<file path="config.mk">
export PLATFORM = sky130hd
export DESIGN_NAME = round_robin_scheduler
export DESIGN_NICKNAME = d
export VERILOG_FILES = /design/src/design/rrs_pkg.sv /design/src/design/rrs_ctrl.sv /design/src/design/rrs_dp.sv /design/src/design/round_robin_scheduler.sv
export SDC_FILE = /design/constraint.sdc
export NUM_CORES = 1
export LEC_CHECK = 0
export BUFFER_PORTS_ARGS = -buffer_cell sky130_fd_sc_hd__buf_2
export CAP_MARGIN = 30
export CORE_MARGIN = 1.5
export CORE_UTILIZATION = 40
export DETAILED_ROUTE_END_ITERATION = 8
export PLACE_DENSITY_LB_ADDON = 0.08
export SYNTH_ARGS = -nofsm -noshare
export SYNTH_HDL_FRONTEND = slang
export SYNTH_SLANG_ARGS = --single-unit
</file>
<file path="constraint.sdc">
create_clock -name clk -period 7 [get_ports clk]
set_clock_uncertainty 0.1 [all_clocks]
set_input_delay 1.05 -clock clk [delete_from_list [all_inputs] [get_ports clk]]
set_output_delay 1.05 -clock clk [all_outputs]
set_load 0.01 [all_outputs]
</file>
<file path="src/design/rrs_pkg.sv">
// Shared constants, codes and controller/datapath interface types for the scheduler.
`default_nettype none

package rrs_pkg;

  localparam int MAX_PROCS = 8;
  localparam int IDX_W     = $clog2(MAX_PROCS);
  localparam int CNT_W     = $clog2(MAX_PROCS + 1);

  localparam int KIND_W  = 2;
  localparam int PID_W   = 8;
  localparam int ARR_W   = 12;
  localparam int BURST_W = 8;
  localparam int TIME_W  = 16;
  localparam int QNT_W   = 8;

  localparam int APB_DATA_W = 32;
  localparam int APB_ADDR_W = 3;

  localparam logic [KIND_W-1:0] KIND_CLEAR = 2'd0;
  localparam logic [KIND_W-1:0] KIND_LOAD  = 2'd1;
  localparam logic [KIND_W-1:0] KIND_RUN   = 2'd2;

  localparam logic [APB_ADDR_W-3:0] REG_QUANTUM   = '0;
  localparam logic [QNT_W-1:0]      QUANTUM_RESET = 8'd4;

  typedef struct packed {
    logic do_clear;      // empty table, queue and counters
    logic do_load;       // append a process if allowed
    logic run_begin;     // a run word was taken
    logic scan_step;     // one entry of the table scan
    logic scan_limited;  // scan only arrivals at or before the limit
    logic limit_sel;     // 0: limit is current time, 1: slice finish
    logic time_jump;     // move time to the earliest pending arrival
    logic admit_push;    // queue the scan winner
    logic slice_setup;   // latch head entry and slice length
    logic slice_commit;  // write back the slice, load the result
    logic emit_empty;    // load a "nothing left" result
  } rrs_cmd_t;

  typedef struct packed {
    logic finished_all;
    logic ready_empty;
    logic scan_last;
    logic scan_found;
    logic out_free;
  } rrs_stat_t;

endpackage

`default_nettype wire

</file>
<file path="src/design/rrs_ctrl.sv">
// Scheduler controller: sequences decode, table scans, slice setup and write-back.
`default_nettype none

module rrs_ctrl (
  input  logic                        clk,
  input  logic                        rst,
  input  logic                        item_valid,
  input  logic [rrs_pkg::KIND_W-1:0]  kind,
  output logic                        item_stall,
  input  rrs_pkg::rrs_stat_t          stat,
  output rrs_pkg::rrs_cmd_t           cmd
);
  import rrs_pkg::*;

  localparam logic [3:0] S_IDLE        = 4'd0;
  localparam logic [3:0] S_CHECK       = 4'd1;
  localparam logic [3:0] S_EARLY       = 4'd2;
  localparam logic [3:0] S_ADMIT_IDLE  = 4'd3;
  localparam logic [3:0] S_POST_IDLE   = 4'd4;
  localparam logic [3:0] S_SLICE       = 4'd5;
  localparam logic [3:0] S_ADMIT_SLICE = 4'd6;
  localparam logic [3:0] S_COMMIT      = 4'd7;
  localparam logic [3:0] S_EMPTY       = 4'd8;

  logic [3:0] state;
  logic [3:0] state_next;

  assign item_stall = (state != S_IDLE);

  always_comb begin
    cmd        = '0;
    state_next = state;
    unique case (state)
      S_IDLE: begin
        if (item_valid) begin
          unique case (kind)
            KIND_CLEAR: cmd.do_clear = 1'b1;
            KIND_LOAD:  cmd.do_load  = 1'b1;
            KIND_RUN: begin
              cmd.run_begin = 1'b1;
              state_next    = S_CHECK;
            end
            default: ;
          endcase
        end
      end
      S_CHECK: begin
        if (stat.finished_all) begin
          state_next = S_EMPTY;
        end else if (stat.ready_empty) begin
          state_next = S_EARLY;
        end else begin
          state_next = S_SLICE;
        end
      end
      S_EARLY: begin
        cmd.scan_step = 1'b1;
        if (stat.scan_last) begin
          cmd.time_jump = 1'b1;
          state_next    = S_ADMIT_IDLE;
        end
      end
      S_ADMIT_IDLE: begin
        cmd.scan_step    = 1'b1;
        cmd.scan_limited = 1'b1;
        if (stat.scan_last) begin
          if (stat.scan_found) begin
            cmd.admit_push = 1'b1;
          end else begin
            state_next = S_POST_IDLE;
          end
        end
      end
      S_POST_IDLE: begin
        state_next = stat.ready_empty ? S_EMPTY : S_SLICE;
      end
      S_SLICE: begin
        cmd.slice_setup = 1'b1;
        state_next      = S_ADMIT_SLICE;
      end
      S_ADMIT_SLICE: begin
        cmd.scan_step    = 1'b1;
        cmd.scan_limited = 1'b1;
        cmd.limit_sel    = 1'b1;
        if (stat.scan_last) begin
          if (stat.scan_found) begin
            cmd.admit_push = 1'b1;
          end else begin
            state_next = S_COMMIT;
          end
        end
      end
      S_COMMIT: begin
        if (stat.out_free) begin
          cmd.slice_commit = 1'b1;
          state_next       = S_IDLE;
        end
      end
      S_EMPTY: begin
        if (stat.out_free) begin
          cmd.emit_empty = 1'b1;
          state_next     = S_IDLE;
        end
      end
      default: state_next = S_IDLE;
    endcase
  end

  always_ff @(posedge clk) begin
    if (rst) begin
      state <= S_IDLE;
    end else begin
      state <= state_next;
    end
  end

endmodule

`default_nettype wire

</file>
<file path="src/design/rrs_dp.sv">
// Scheduler datapath: process table, ready queue, scan unit, time and result register.
`default_nettype none

module rrs_dp (
  input  logic                         clk,
  input  logic                         rst,
  input  rrs_pkg::rrs_cmd_t            cmd,
  output rrs_pkg::rrs_stat_t           stat,
  input  logic [rrs_pkg::QNT_W-1:0]    quantum,
  input  logic [rrs_pkg::PID_W-1:0]    proc_id,
  input  logic [rrs_pkg::ARR_W-1:0]    arrival_time,
  input  logic [rrs_pkg::BURST_W-1:0]  burst_time,
  input  logic                         result_stall,
  output logic                         result_valid,
  output logic                         status,
  output logic [rrs_pkg::PID_W-1:0]    slice_proc_id,
  output logic [rrs_pkg::TIME_W-1:0]   slice_start,
  output logic [rrs_pkg::TIME_W-1:0]   slice_finish,
  output logic                         proc_finished,
  output logic [rrs_pkg::TIME_W-1:0]   total_waiting,
  output logic [rrs_pkg::TIME_W-1:0]   turnaround
);
  import rrs_pkg::*;

  // process table
  logic [ARR_W-1:0]   tbl_arrival    [MAX_PROCS];
  logic [PID_W-1:0]   tbl_pid        [MAX_PROCS];
  logic [BURST_W-1:0] tbl_remaining  [MAX_PROCS];
  logic [TIME_W-1:0]  tbl_last_pause [MAX_PROCS];
  logic [TIME_W-1:0]  tbl_waiting    [MAX_PROCS];
  logic [TIME_W-1:0]  tbl_turnaround [MAX_PROCS];
  logic [MAX_PROCS-1:0] admitted_mask;

  // ready queue
  logic [IDX_W-1:0] ready_fifo [MAX_PROCS];
  logic [IDX_W-1:0] ready_head;
  logic [CNT_W-1:0] ready_count;

  logic [CNT_W-1:0]  loaded_count;
  logic [CNT_W-1:0]  finished_count;
  logic [TIME_W-1:0] current_time;
  logic              run_started;

  // scan unit
  logic [IDX_W-1:0] scan_idx;
  logic             best_found;
  logic [IDX_W-1:0] best_idx;
  logic [ARR_W-1:0] best_arr;

  // slice in flight
  logic [IDX_W-1:0]   sl_idx;
  logic [TIME_W-1:0]  sl_finish;
  logic [BURST_W-1:0] sl_rem_new;

  logic               load_ok;
  logic               scan_last;
  logic               scan_valid;
  logic [ARR_W-1:0]   cur_arr;
  logic [TIME_W-1:0]  limit;
  logic               in_limit;
  logic               take_cur;
  logic               fin_found;
  logic [IDX_W-1:0]   fin_idx;
  logic [ARR_W-1:0]   fin_arr;
  logic [IDX_W-1:0]   tail_pos;
  logic [IDX_W-1:0]   head_pop;
  logic [IDX_W-1:0]   head_idx;
  logic [QNT_W-1:0]   q_eff;
  logic [BURST_W-1:0] rem_head;
  logic [BURST_W-1:0] amount;
  logic               sl_done;
  logic [TIME_W-1:0]  lp_sl;
  logic [TIME_W-1:0]  wait_new;
  logic [TIME_W-1:0]  turn_new;

  function automatic logic [IDX_W-1:0] wrap_add(input logic [IDX_W-1:0] base,
                                                input logic [CNT_W-1:0] off);
    logic [CNT_W:0] sum;
    sum = (CNT_W+1)'(base) + (CNT_W+1)'(off);
    if (sum >= (CNT_W+1)'(MAX_PROCS)) begin
      sum = sum - (CNT_W+1)'(MAX_PROCS);
    end
    return sum[IDX_W-1:0];
  endfunction

  assign load_ok    = !run_started && (loaded_count < CNT_W'(MAX_PROCS));

  // one table entry per cycle; winner is oldest arrival, lowest index on ties
  assign scan_last  = (scan_idx == IDX_W'(MAX_PROCS - 1));
  assign scan_valid = (CNT_W'(scan_idx) < loaded_count);
  assign cur_arr    = tbl_arrival[scan_idx];
  assign limit      = cmd.limit_sel ? sl_finish : current_time;
  assign in_limit   = !cmd.scan_limited || (TIME_W'(cur_arr) <= limit);
  assign take_cur   = scan_valid && !admitted_mask[scan_idx] && in_limit &&
                      (!best_found || (cur_arr < best_arr));
  assign fin_found  = best_found || take_cur;
  assign fin_idx    = take_cur ? scan_idx : best_idx;
  assign fin_arr    = take_cur ? cur_arr : best_arr;

  assign tail_pos = wrap_add(ready_head, ready_count);
  assign head_pop = wrap_add(ready_head, CNT_W'(1));
  assign head_idx = ready_fifo[ready_head];

  assign q_eff    = (quantum == '0) ? QNT_W'(1) : quantum;
  assign rem_head = tbl_remaining[head_idx];
  assign amount   = (rem_head < q_eff) ? rem_head : q_eff;

  assign sl_done  = (sl_rem_new == '0);
  assign lp_sl    = tbl_last_pause[sl_idx];
  assign wait_new = tbl_waiting[sl_idx] + (current_time - lp_sl);
  assign turn_new = tbl_turnaround[sl_idx] + (sl_finish - lp_sl);

  assign stat.finished_all = (finished_count >= loaded_count);
  assign stat.ready_empty  = (ready_count == '0);
  assign stat.scan_last    = scan_last;
  assign stat.scan_found   = fin_found;
  assign stat.out_free     = !result_valid || !result_stall;

  always_ff @(posedge clk) begin
    if (rst) begin
      admitted_mask  <= '0;
      ready_head     <= '0;
      ready_count    <= '0;
      loaded_count   <= '0;
      finished_count <= '0;
      current_time   <= '0;
      run_started    <= 1'b0;
      scan_idx       <= '0;
      best_found     <= 1'b0;
      result_valid   <= 1'b0;
    end else begin
      if (cmd.do_clear) begin
        admitted_mask  <= '0;
        ready_head     <= '0;
        ready_count    <= '0;
        loaded_count   <= '0;
        finished_count <= '0;
        current_time   <= '0;
        run_started    <= 1'b0;
      end
      if (cmd.do_load && load_ok) begin
        loaded_count <= loaded_count + CNT_W'(1);
      end
      if (cmd.run_begin) begin
        run_started <= 1'b1;
      end
      if (cmd.scan_step) begin
        if (scan_last) begin
          scan_idx   <= '0;
          best_found <= 1'b0;
        end else begin
          scan_idx   <= scan_idx + IDX_W'(1);
          best_found <= fin_found;
        end
      end
      if (cmd.time_jump && fin_found && (TIME_W'(fin_arr) > current_time)) begin
        current_time <= TIME_W'(fin_arr);
      end
      if (cmd.admit_push) begin
        admitted_mask <= admitted_mask | (MAX_PROCS'(1) << fin_idx);
        ready_count   <= ready_count + CNT_W'(1);
      end
      if (cmd.slice_commit) begin
        // pop the head; an unfinished process goes back to the tail
        ready_head   <= head_pop;
        current_time <= sl_finish;
        if (sl_done) begin
          finished_count <= finished_count + CNT_W'(1);
          ready_count    <= ready_count - CNT_W'(1);
        end
      end
      if (cmd.slice_commit || cmd.emit_empty) begin
        result_valid <= 1'b1;
      end else if (!result_stall) begin
        result_valid <= 1'b0;
      end
    end
  end

  always_ff @(posedge clk) begin
    if (cmd.do_load && load_ok) begin
      tbl_pid[loaded_count[IDX_W-1:0]]        <= proc_id;
      tbl_arrival[loaded_count[IDX_W-1:0]]    <= arrival_time;
      tbl_remaining[loaded_count[IDX_W-1:0]]  <= burst_time;
      tbl_last_pause[loaded_count[IDX_W-1:0]] <= TIME_W'(arrival_time);
      tbl_waiting[loaded_count[IDX_W-1:0]]    <= '0;
      tbl_turnaround[loaded_count[IDX_W-1:0]] <= '0;
    end
    if (cmd.scan_step) begin
      best_idx <= fin_idx;
      best_arr <= fin_arr;
    end
    if (cmd.admit_push) begin
      ready_fifo[tail_pos] <= fin_idx;
    end
    if (cmd.slice_setup) begin
      sl_idx     <= head_idx;
      sl_finish  <= current_time + TIME_W'(amount);
      sl_rem_new <= rem_head - amount;
    end
    if (cmd.slice_commit) begin
      tbl_remaining[sl_idx]  <= sl_rem_new;
      tbl_last_pause[sl_idx] <= sl_finish;
      tbl_waiting[sl_idx]    <= wait_new;
      tbl_turnaround[sl_idx] <= turn_new;
      if (!sl_done) begin
        ready_fifo[tail_pos] <= sl_idx;
      end
      status        <= 1'b0;
      slice_proc_id <= tbl_pid[sl_idx];
      slice_start   <= current_time;
      slice_finish  <= sl_finish;
      proc_finished <= sl_done;
      total_waiting <= wait_new;
      turnaround    <= turn_new;
    end
    if (cmd.emit_empty) begin
      status        <= 1'b1;
      slice_proc_id <= '0;
      slice_start   <= '0;
      slice_finish  <= '0;
      proc_finished <= 1'b0;
      total_waiting <= '0;
      turnaround    <= '0;
    end
  end

endmodule

`default_nettype wire

</file>
<file path="src/design/round_robin_scheduler.sv">
// Round-robin scheduler top level: quantum register, controller and datapath.
`default_nettype none

// Channel   Handshake                    Word contents
// item      item_valid / item_stall      kind, proc_id, arrival_time, burst_time
// result    result_valid / result_stall  status, slice_proc_id, slice_start,
//                                        slice_finish, proc_finished,
//                                        total_waiting, turnaround
// config    APB (psel/penable/pwrite)    quantum at byte address 0
//
// Clear and load words produce no result word.
// A run word then holds item_stall through the check, slice setup, a table scan
// for each process admitted during the slice plus a final one, and write-back;
// an empty queue first adds a time-jump scan and such a scan run for the
// processes admitted then. Each scan steps through the table one entry per cycle.
// Synchronous reset clears all counters, the run flag and the result valid;
// quantum returns to 4. Table contents are not cleared.
// A result word waits in its output register; further clear/load words are
// taken meanwhile, and the next run holds its write-back until it is taken.

module round_robin_scheduler (
  input  logic                              clk,
  input  logic                              rst,
  input  logic                              item_valid,
  output logic                              item_stall,
  input  logic [rrs_pkg::KIND_W-1:0]        kind,
  input  logic [rrs_pkg::PID_W-1:0]         proc_id,
  input  logic [rrs_pkg::ARR_W-1:0]         arrival_time,
  input  logic [rrs_pkg::BURST_W-1:0]       burst_time,
  output logic                              result_valid,
  input  logic                              result_stall,
  output logic                              status,
  output logic [rrs_pkg::PID_W-1:0]         slice_proc_id,
  output logic [rrs_pkg::TIME_W-1:0]        slice_start,
  output logic [rrs_pkg::TIME_W-1:0]        slice_finish,
  output logic                              proc_finished,
  output logic [rrs_pkg::TIME_W-1:0]        total_waiting,
  output logic [rrs_pkg::TIME_W-1:0]        turnaround,
  input  logic                              psel,
  input  logic                              penable,
  input  logic                              pwrite,
  input  logic [rrs_pkg::APB_ADDR_W-1:0]    paddr,
  input  logic [rrs_pkg::APB_DATA_W-1:0]    pwdata,
  output logic [rrs_pkg::APB_DATA_W-1:0]    prdata,
  output logic                              pready
);
  import rrs_pkg::*;

  logic [QNT_W-1:0] quantum;
  logic             quantum_sel;
  rrs_cmd_t         cmd;
  rrs_stat_t        stat;

  // config register: quantum only; zero behaves as a quantum of one
  assign pready      = 1'b1;
  assign quantum_sel = (paddr[APB_ADDR_W-1:2] == REG_QUANTUM);
  assign prdata      = quantum_sel ? APB_DATA_W'(quantum) : '0;

  always_ff @(posedge clk) begin
    if (rst) begin
      quantum <= QUANTUM_RESET;
    end else if (psel && penable && pwrite && pready && quantum_sel) begin
      quantum <= pwdata[QNT_W-1:0];
    end
  end

  rrs_ctrl u_ctrl (
    .clk        (clk),
    .rst        (rst),
    .item_valid (item_valid),
    .kind       (kind),
    .item_stall (item_stall),
    .stat       (stat),
    .cmd        (cmd)
  );

  rrs_dp u_dp (
    .clk           (clk),
    .rst           (rst),
    .cmd           (cmd),
    .stat          (stat),
    .quantum       (quantum),
    .proc_id       (proc_id),
    .arrival_time  (arrival_time),
    .burst_time    (burst_time),
    .result_stall  (result_stall),
    .result_valid  (result_valid),
    .status        (status),
    .slice_proc_id (slice_proc_id),
    .slice_start   (slice_start),
    .slice_finish  (slice_finish),
    .proc_finished (proc_finished),
    .total_waiting (total_waiting),
    .turnaround    (turnaround)
  );

  // clear and load words never raise a result
  a_no_result_from_setup: assert property (@(posedge clk) disable iff (rst)
    (item_valid && !item_stall && (kind != KIND_RUN)) |=> !$rose(result_valid))
    else $error("result raised by a non-run word");

  // a run word keeps the input stalled while the slice is worked out
  a_run_stalls: assert property (@(posedge clk) disable iff (rst)
    (item_valid && !item_stall && (kind == KIND_RUN)) |=> item_stall)
    else $error("run word did not occupy the engine");

  // "nothing left" words carry all-zero fields
  a_empty_zero: assert property (@(posedge clk) disable iff (rst)
    (result_valid && status) |-> (slice_proc_id == '0) && (slice_start == '0) &&
      (slice_finish == '0) && !proc_finished && (total_waiting == '0) &&
      (turnaround == '0))
    else $error("empty result with nonzero fields");

  // a slice never ends before it starts
  a_slice_order: assert property (@(posedge clk) disable iff (rst)
    (result_valid && !status) |-> (slice_finish >= slice_start))
    else $error("slice finish before start");

endmodule

`default_nettype wire

</file>
==> flow_summary.ini <==
[status]
outcome = finished, final reports clean

[timing]
tns_ps = 0
maxSlewViolCount = 0
timing.fmax_mhz = 158
max_slew.worst_pin.slew_ps = 928
setup_repair_after_global_routing_missed_its_margin = false
normalized_max_slew_margin_pct = 37.6
setup_viol_count_final = 0
finalWorstPathRequiredPeriod_ps = 6340
min_period_over_period_pct = 90.6
hold_viol_final = 0

[yosys]
syn-instance-count = 2440
ys_seq_elements = 814
syn-cell-area_sq_um = 36000
synth.yosys.warnings = 0
synth_top_area_share_pct = 56.3
async_flop_share_pct = 0
synth_edf_count = 674
synth_sequential_area_ratio_pct = 64.1
netlist-cell-type-count = 73
post_synth.cell_area_avg_sq_um = 14.7
netlist.top_cell.by_area = sky130_fd_sc_hd__edfxtp_1
dominant_register_cell_in_the_synthesized_netlist = sky130_fd_sc_hd__edfxtp_1
most_frequently_used_cell_type_in_the_post_synthesis_netlist = sky130_fd_sc_hd__edfxtp_1
synth.cells.most_frequent = 674 x sky130_fd_sc_hd__edfxtp_1, 238 x sky130_fd_sc_hd__nand2_1, 190 x sky130_fd_sc_hd__inv_1, 148 x sky130_fd_sc_hd__mux4_2, 140 x sky130_fd_sc_hd__dfxtp_1
ys_top_cells_by_area = sky130_fd_sc_hd__edfxtp_1 56%, sky130_fd_sc_hd__mux4_2 9.3%, sky130_fd_sc_hd__dfxtp_1 7.8%

[routing]
avgRoutedWirePerCell_um = 24.2
remaining_drc_errors = 0
initialDrtViolationCount = 1369
avgViaCountPerCell = 5.33
route.final.wire_length_mm = 93.5
detailroute.via_count = 20595
postRouteAntennaNets = 0
drt-pass1-iter-count = 5

[cells_and_area]
drive_gt1_share_pct = 20.4
fillCellCount = 7792
final_nets = 2827
stdcell_area_sq_um = 41300
syn2layout_area_growth_pct = 14.8

[pwr]
vdd_ir_drop_max_mv = 0.213
power_density_nw_per_um2 = 280
p_leak_nw = 15.7

[die]
floorplan.die.width_um = 303
floorplan.die_area_sq_um = 91700
row_count = 109
design.core.area_sq_um = 88800
io_pins = 181
starting_utilization_of_the_core_area_pct = 40.5
die_h_um = 303

[min_path]
min_delay_worst_endpoint = u_dp.slice_finish[12]
worst_hold_stages = 2
worst_hold_path_type = register to register
timing.hold.worst.start = u_dp.slice_finish[12]

[cts]
post_cts_resized = 0
cts_max_level = 3
clock-sinks = 814
root_buffer = sky130_fd_sc_hd__clkbuf_16
clockBufferDepth = 3
buffer_count_from_post_cts_setup_fixing = 0
tritoncts_clock_tree = built
worstSkewPairLatency_ps = 670
cts-buffers-inserted = 91
post_cts_hold_buffer_count = 0
cts.clk_slew.worst_paths_ps = 60

[placement]
gp_congestion = 0.839
postPlaceCellArea_sq_um = 38200
post-dp-hpwl_mm = 62.3
port-buffer-count = 129

[global_routing]
antenna_found_initial = 1
via_count_of_the_first_global_routing_pass = 21136
grt_start_max_net_pins = 71
grt_remaining_overflow = 0
grt_resource_usage_total_pct = 20.8
wire_length_of_the_first_global_routing_pass_mm = 139

[critical_path]
cp.arrival_ps = 6640
worstReg2RegEnd = u_dp.sl_finish[14]
setup.worst_path.class = register to register
crit_required_ps = 7300
crit_path_start_kind = register
crit_fanout = 26
number_of_cells_traversed_by_the_worst_register_to_register_path = 23
reg2reg_setup_slack_ps = 660
timing.critical_path.to_type = register

[flow_run]
max_cap_viol_count = 0
==> worst max path at each step <==
stage	startpoint	endpoint	slack (ps)	cells after the start
4_1_cts	register	u_dp.sl_finish[14]	660	23
5_1_grt	register	u_dp.sl_finish[14]	210	23
3_3_place_gp	register	u_dp.sl_finish[12]	510	22
2_1_floorplan	kind[1]	u_dp.tbl_last_pause[0][0]	700	7
3_5_place_dp	register	u_dp.sl_finish[14]	680	23
6_report	register	u_dp.sl_finish[14]	660	23
==> cell families after synthesis <==
group,share of synthesized area [%]
AOI/OAI and AO/OA,5.87
xor gates and xnor gates,1.24
adders and majority gates,5.45
buffers and inverters,3.70
DFF,64.1
muxes,13.5
other,0.0209
and+or+nand+nor,6.15
==> state kept, by name (all words and copies together) (netlist names), 24 cells and up, named ones only <==
register and count:
u_dp.tbl_last_pause 128, u_dp.tbl_turnaround 128, u_dp.tbl_waiting 128, u_dp.tbl_remaining 64, u_dp.tbl_arrival 96, u_dp.ready_fifo 24, u_dp.tbl_pid 64
==> layer usage <==
layer  vias up  share of wire [%]  global-route usage [%]
met5         -                  0                       0
met4         0                2.2                    5.66
met3       125                4.4                    2.57
met2       464                 47                    33.4
met1     10522                 46                    29.7
li1       9484                  -                       -
==> cell usage in the layout, fill, tap and decap left out, drive strengths merged, types with 33 or more instances in the layout <==
cell type / synthesis / layout
edfxtp: 674 / 674
nand2: 238 / 238
inv: 192 / 198
buf: 60 / 189
mux4: 148 / 148
dfxtp: 140 / 140
a21oi: 137 / 137
clkbuf: 68 / 112
mux2i: 107 / 107
ha: 104 / 104
nor2: 104 / 104
clkinv: 0 / 43
o21ai: 38 / 38
xnor2: 37 / 37
mux2: 36 / 36
a211oi: 33 / 33
fa: 33 / 33
==> report_power, final <==
part / total (mW) / switching (mW) / leakage [nW] / internal [mW]
logic: 1.26 / 0.749 / 6.46 / 0.513
clock network: 4.85 / 2.00 / 1.51 / 2.85
registers: 5.47 / 0.0986 / 7.68 / 5.37
==> worst max-delay path, stage by stage (launching register included) <==
cell,delay (ps)
sky130_fd_sc_hd__dfxtp_1,590
sky130_fd_sc_hd__mux4_2,570
sky130_fd_sc_hd__mux2_2,350
sky130_fd_sc_hd__buf_12,200
sky130_fd_sc_hd__mux2i_1,170
sky130_fd_sc_hd__mux2i_1,90
sky130_fd_sc_hd__mux2i_1,210
sky130_fd_sc_hd__inv_1,90
sky130_fd_sc_hd__ha_1,300
sky130_fd_sc_hd__a21o_1,180
sky130_fd_sc_hd__a21oi_1,240
sky130_fd_sc_hd__nand2_1,130
sky130_fd_sc_hd__o21ai_4,260
sky130_fd_sc_hd__mux2i_1,160
sky130_fd_sc_hd__ha_1,240
sky130_fd_sc_hd__fa_1,470
sky130_fd_sc_hd__a21o_1,170
sky130_fd_sc_hd__a21oi_1,240
sky130_fd_sc_hd__o21bai_1,100
sky130_fd_sc_hd__a21oi_1,390
sky130_fd_sc_hd__o21bai_1,120
sky130_fd_sc_hd__a21oi_1,430
sky130_fd_sc_hd__nor3_1,120
sky130_fd_sc_hd__xnor2_1,140
==> stage by stage <==
stage / power (mW) / utilization (%) / hold WS (ps) / cells / worst slack, ps
6_report: 11.6 / 46.5 / 350 / 3863 / 657
5_1_grt: 12.0 / 46.5 / 369 / 3862 / 213
4_1_cts: 11.7 / 46.5 / 352 / 3860 / 661
3_3_place_gp: 6.81 / 42.9 / 336 / 3683 / 510
2_1_floorplan: 6.42 / - / 320 / 2463 / 696
3_5_place_dp: 6.83 / 43.0 / 339 / 3688 / 680
==> cell type report <==
| type | count | area, sq um | share of cell area [%] |
|---|---|---|---|
| Clock buffer | 111 | 2460 | 5.95 |
| Tap cell | 1165 | 1460 | 3.53 |
| Clock inverter | 61 | 614 | 1.49 |
| Antenna cell | 1 | 2.50 | 0.00606 |
| Inverter | 192 | 721 | 1.75 |
| Timing Repair Buffer | 190 | 1180 | 2.86 |
| Sequential cell | 814 | 23100 | 55.8 |
| Multi-Input combinational cell | 1329 | 11800 | 28.6 |
Power figures use the tool's default switching activity.
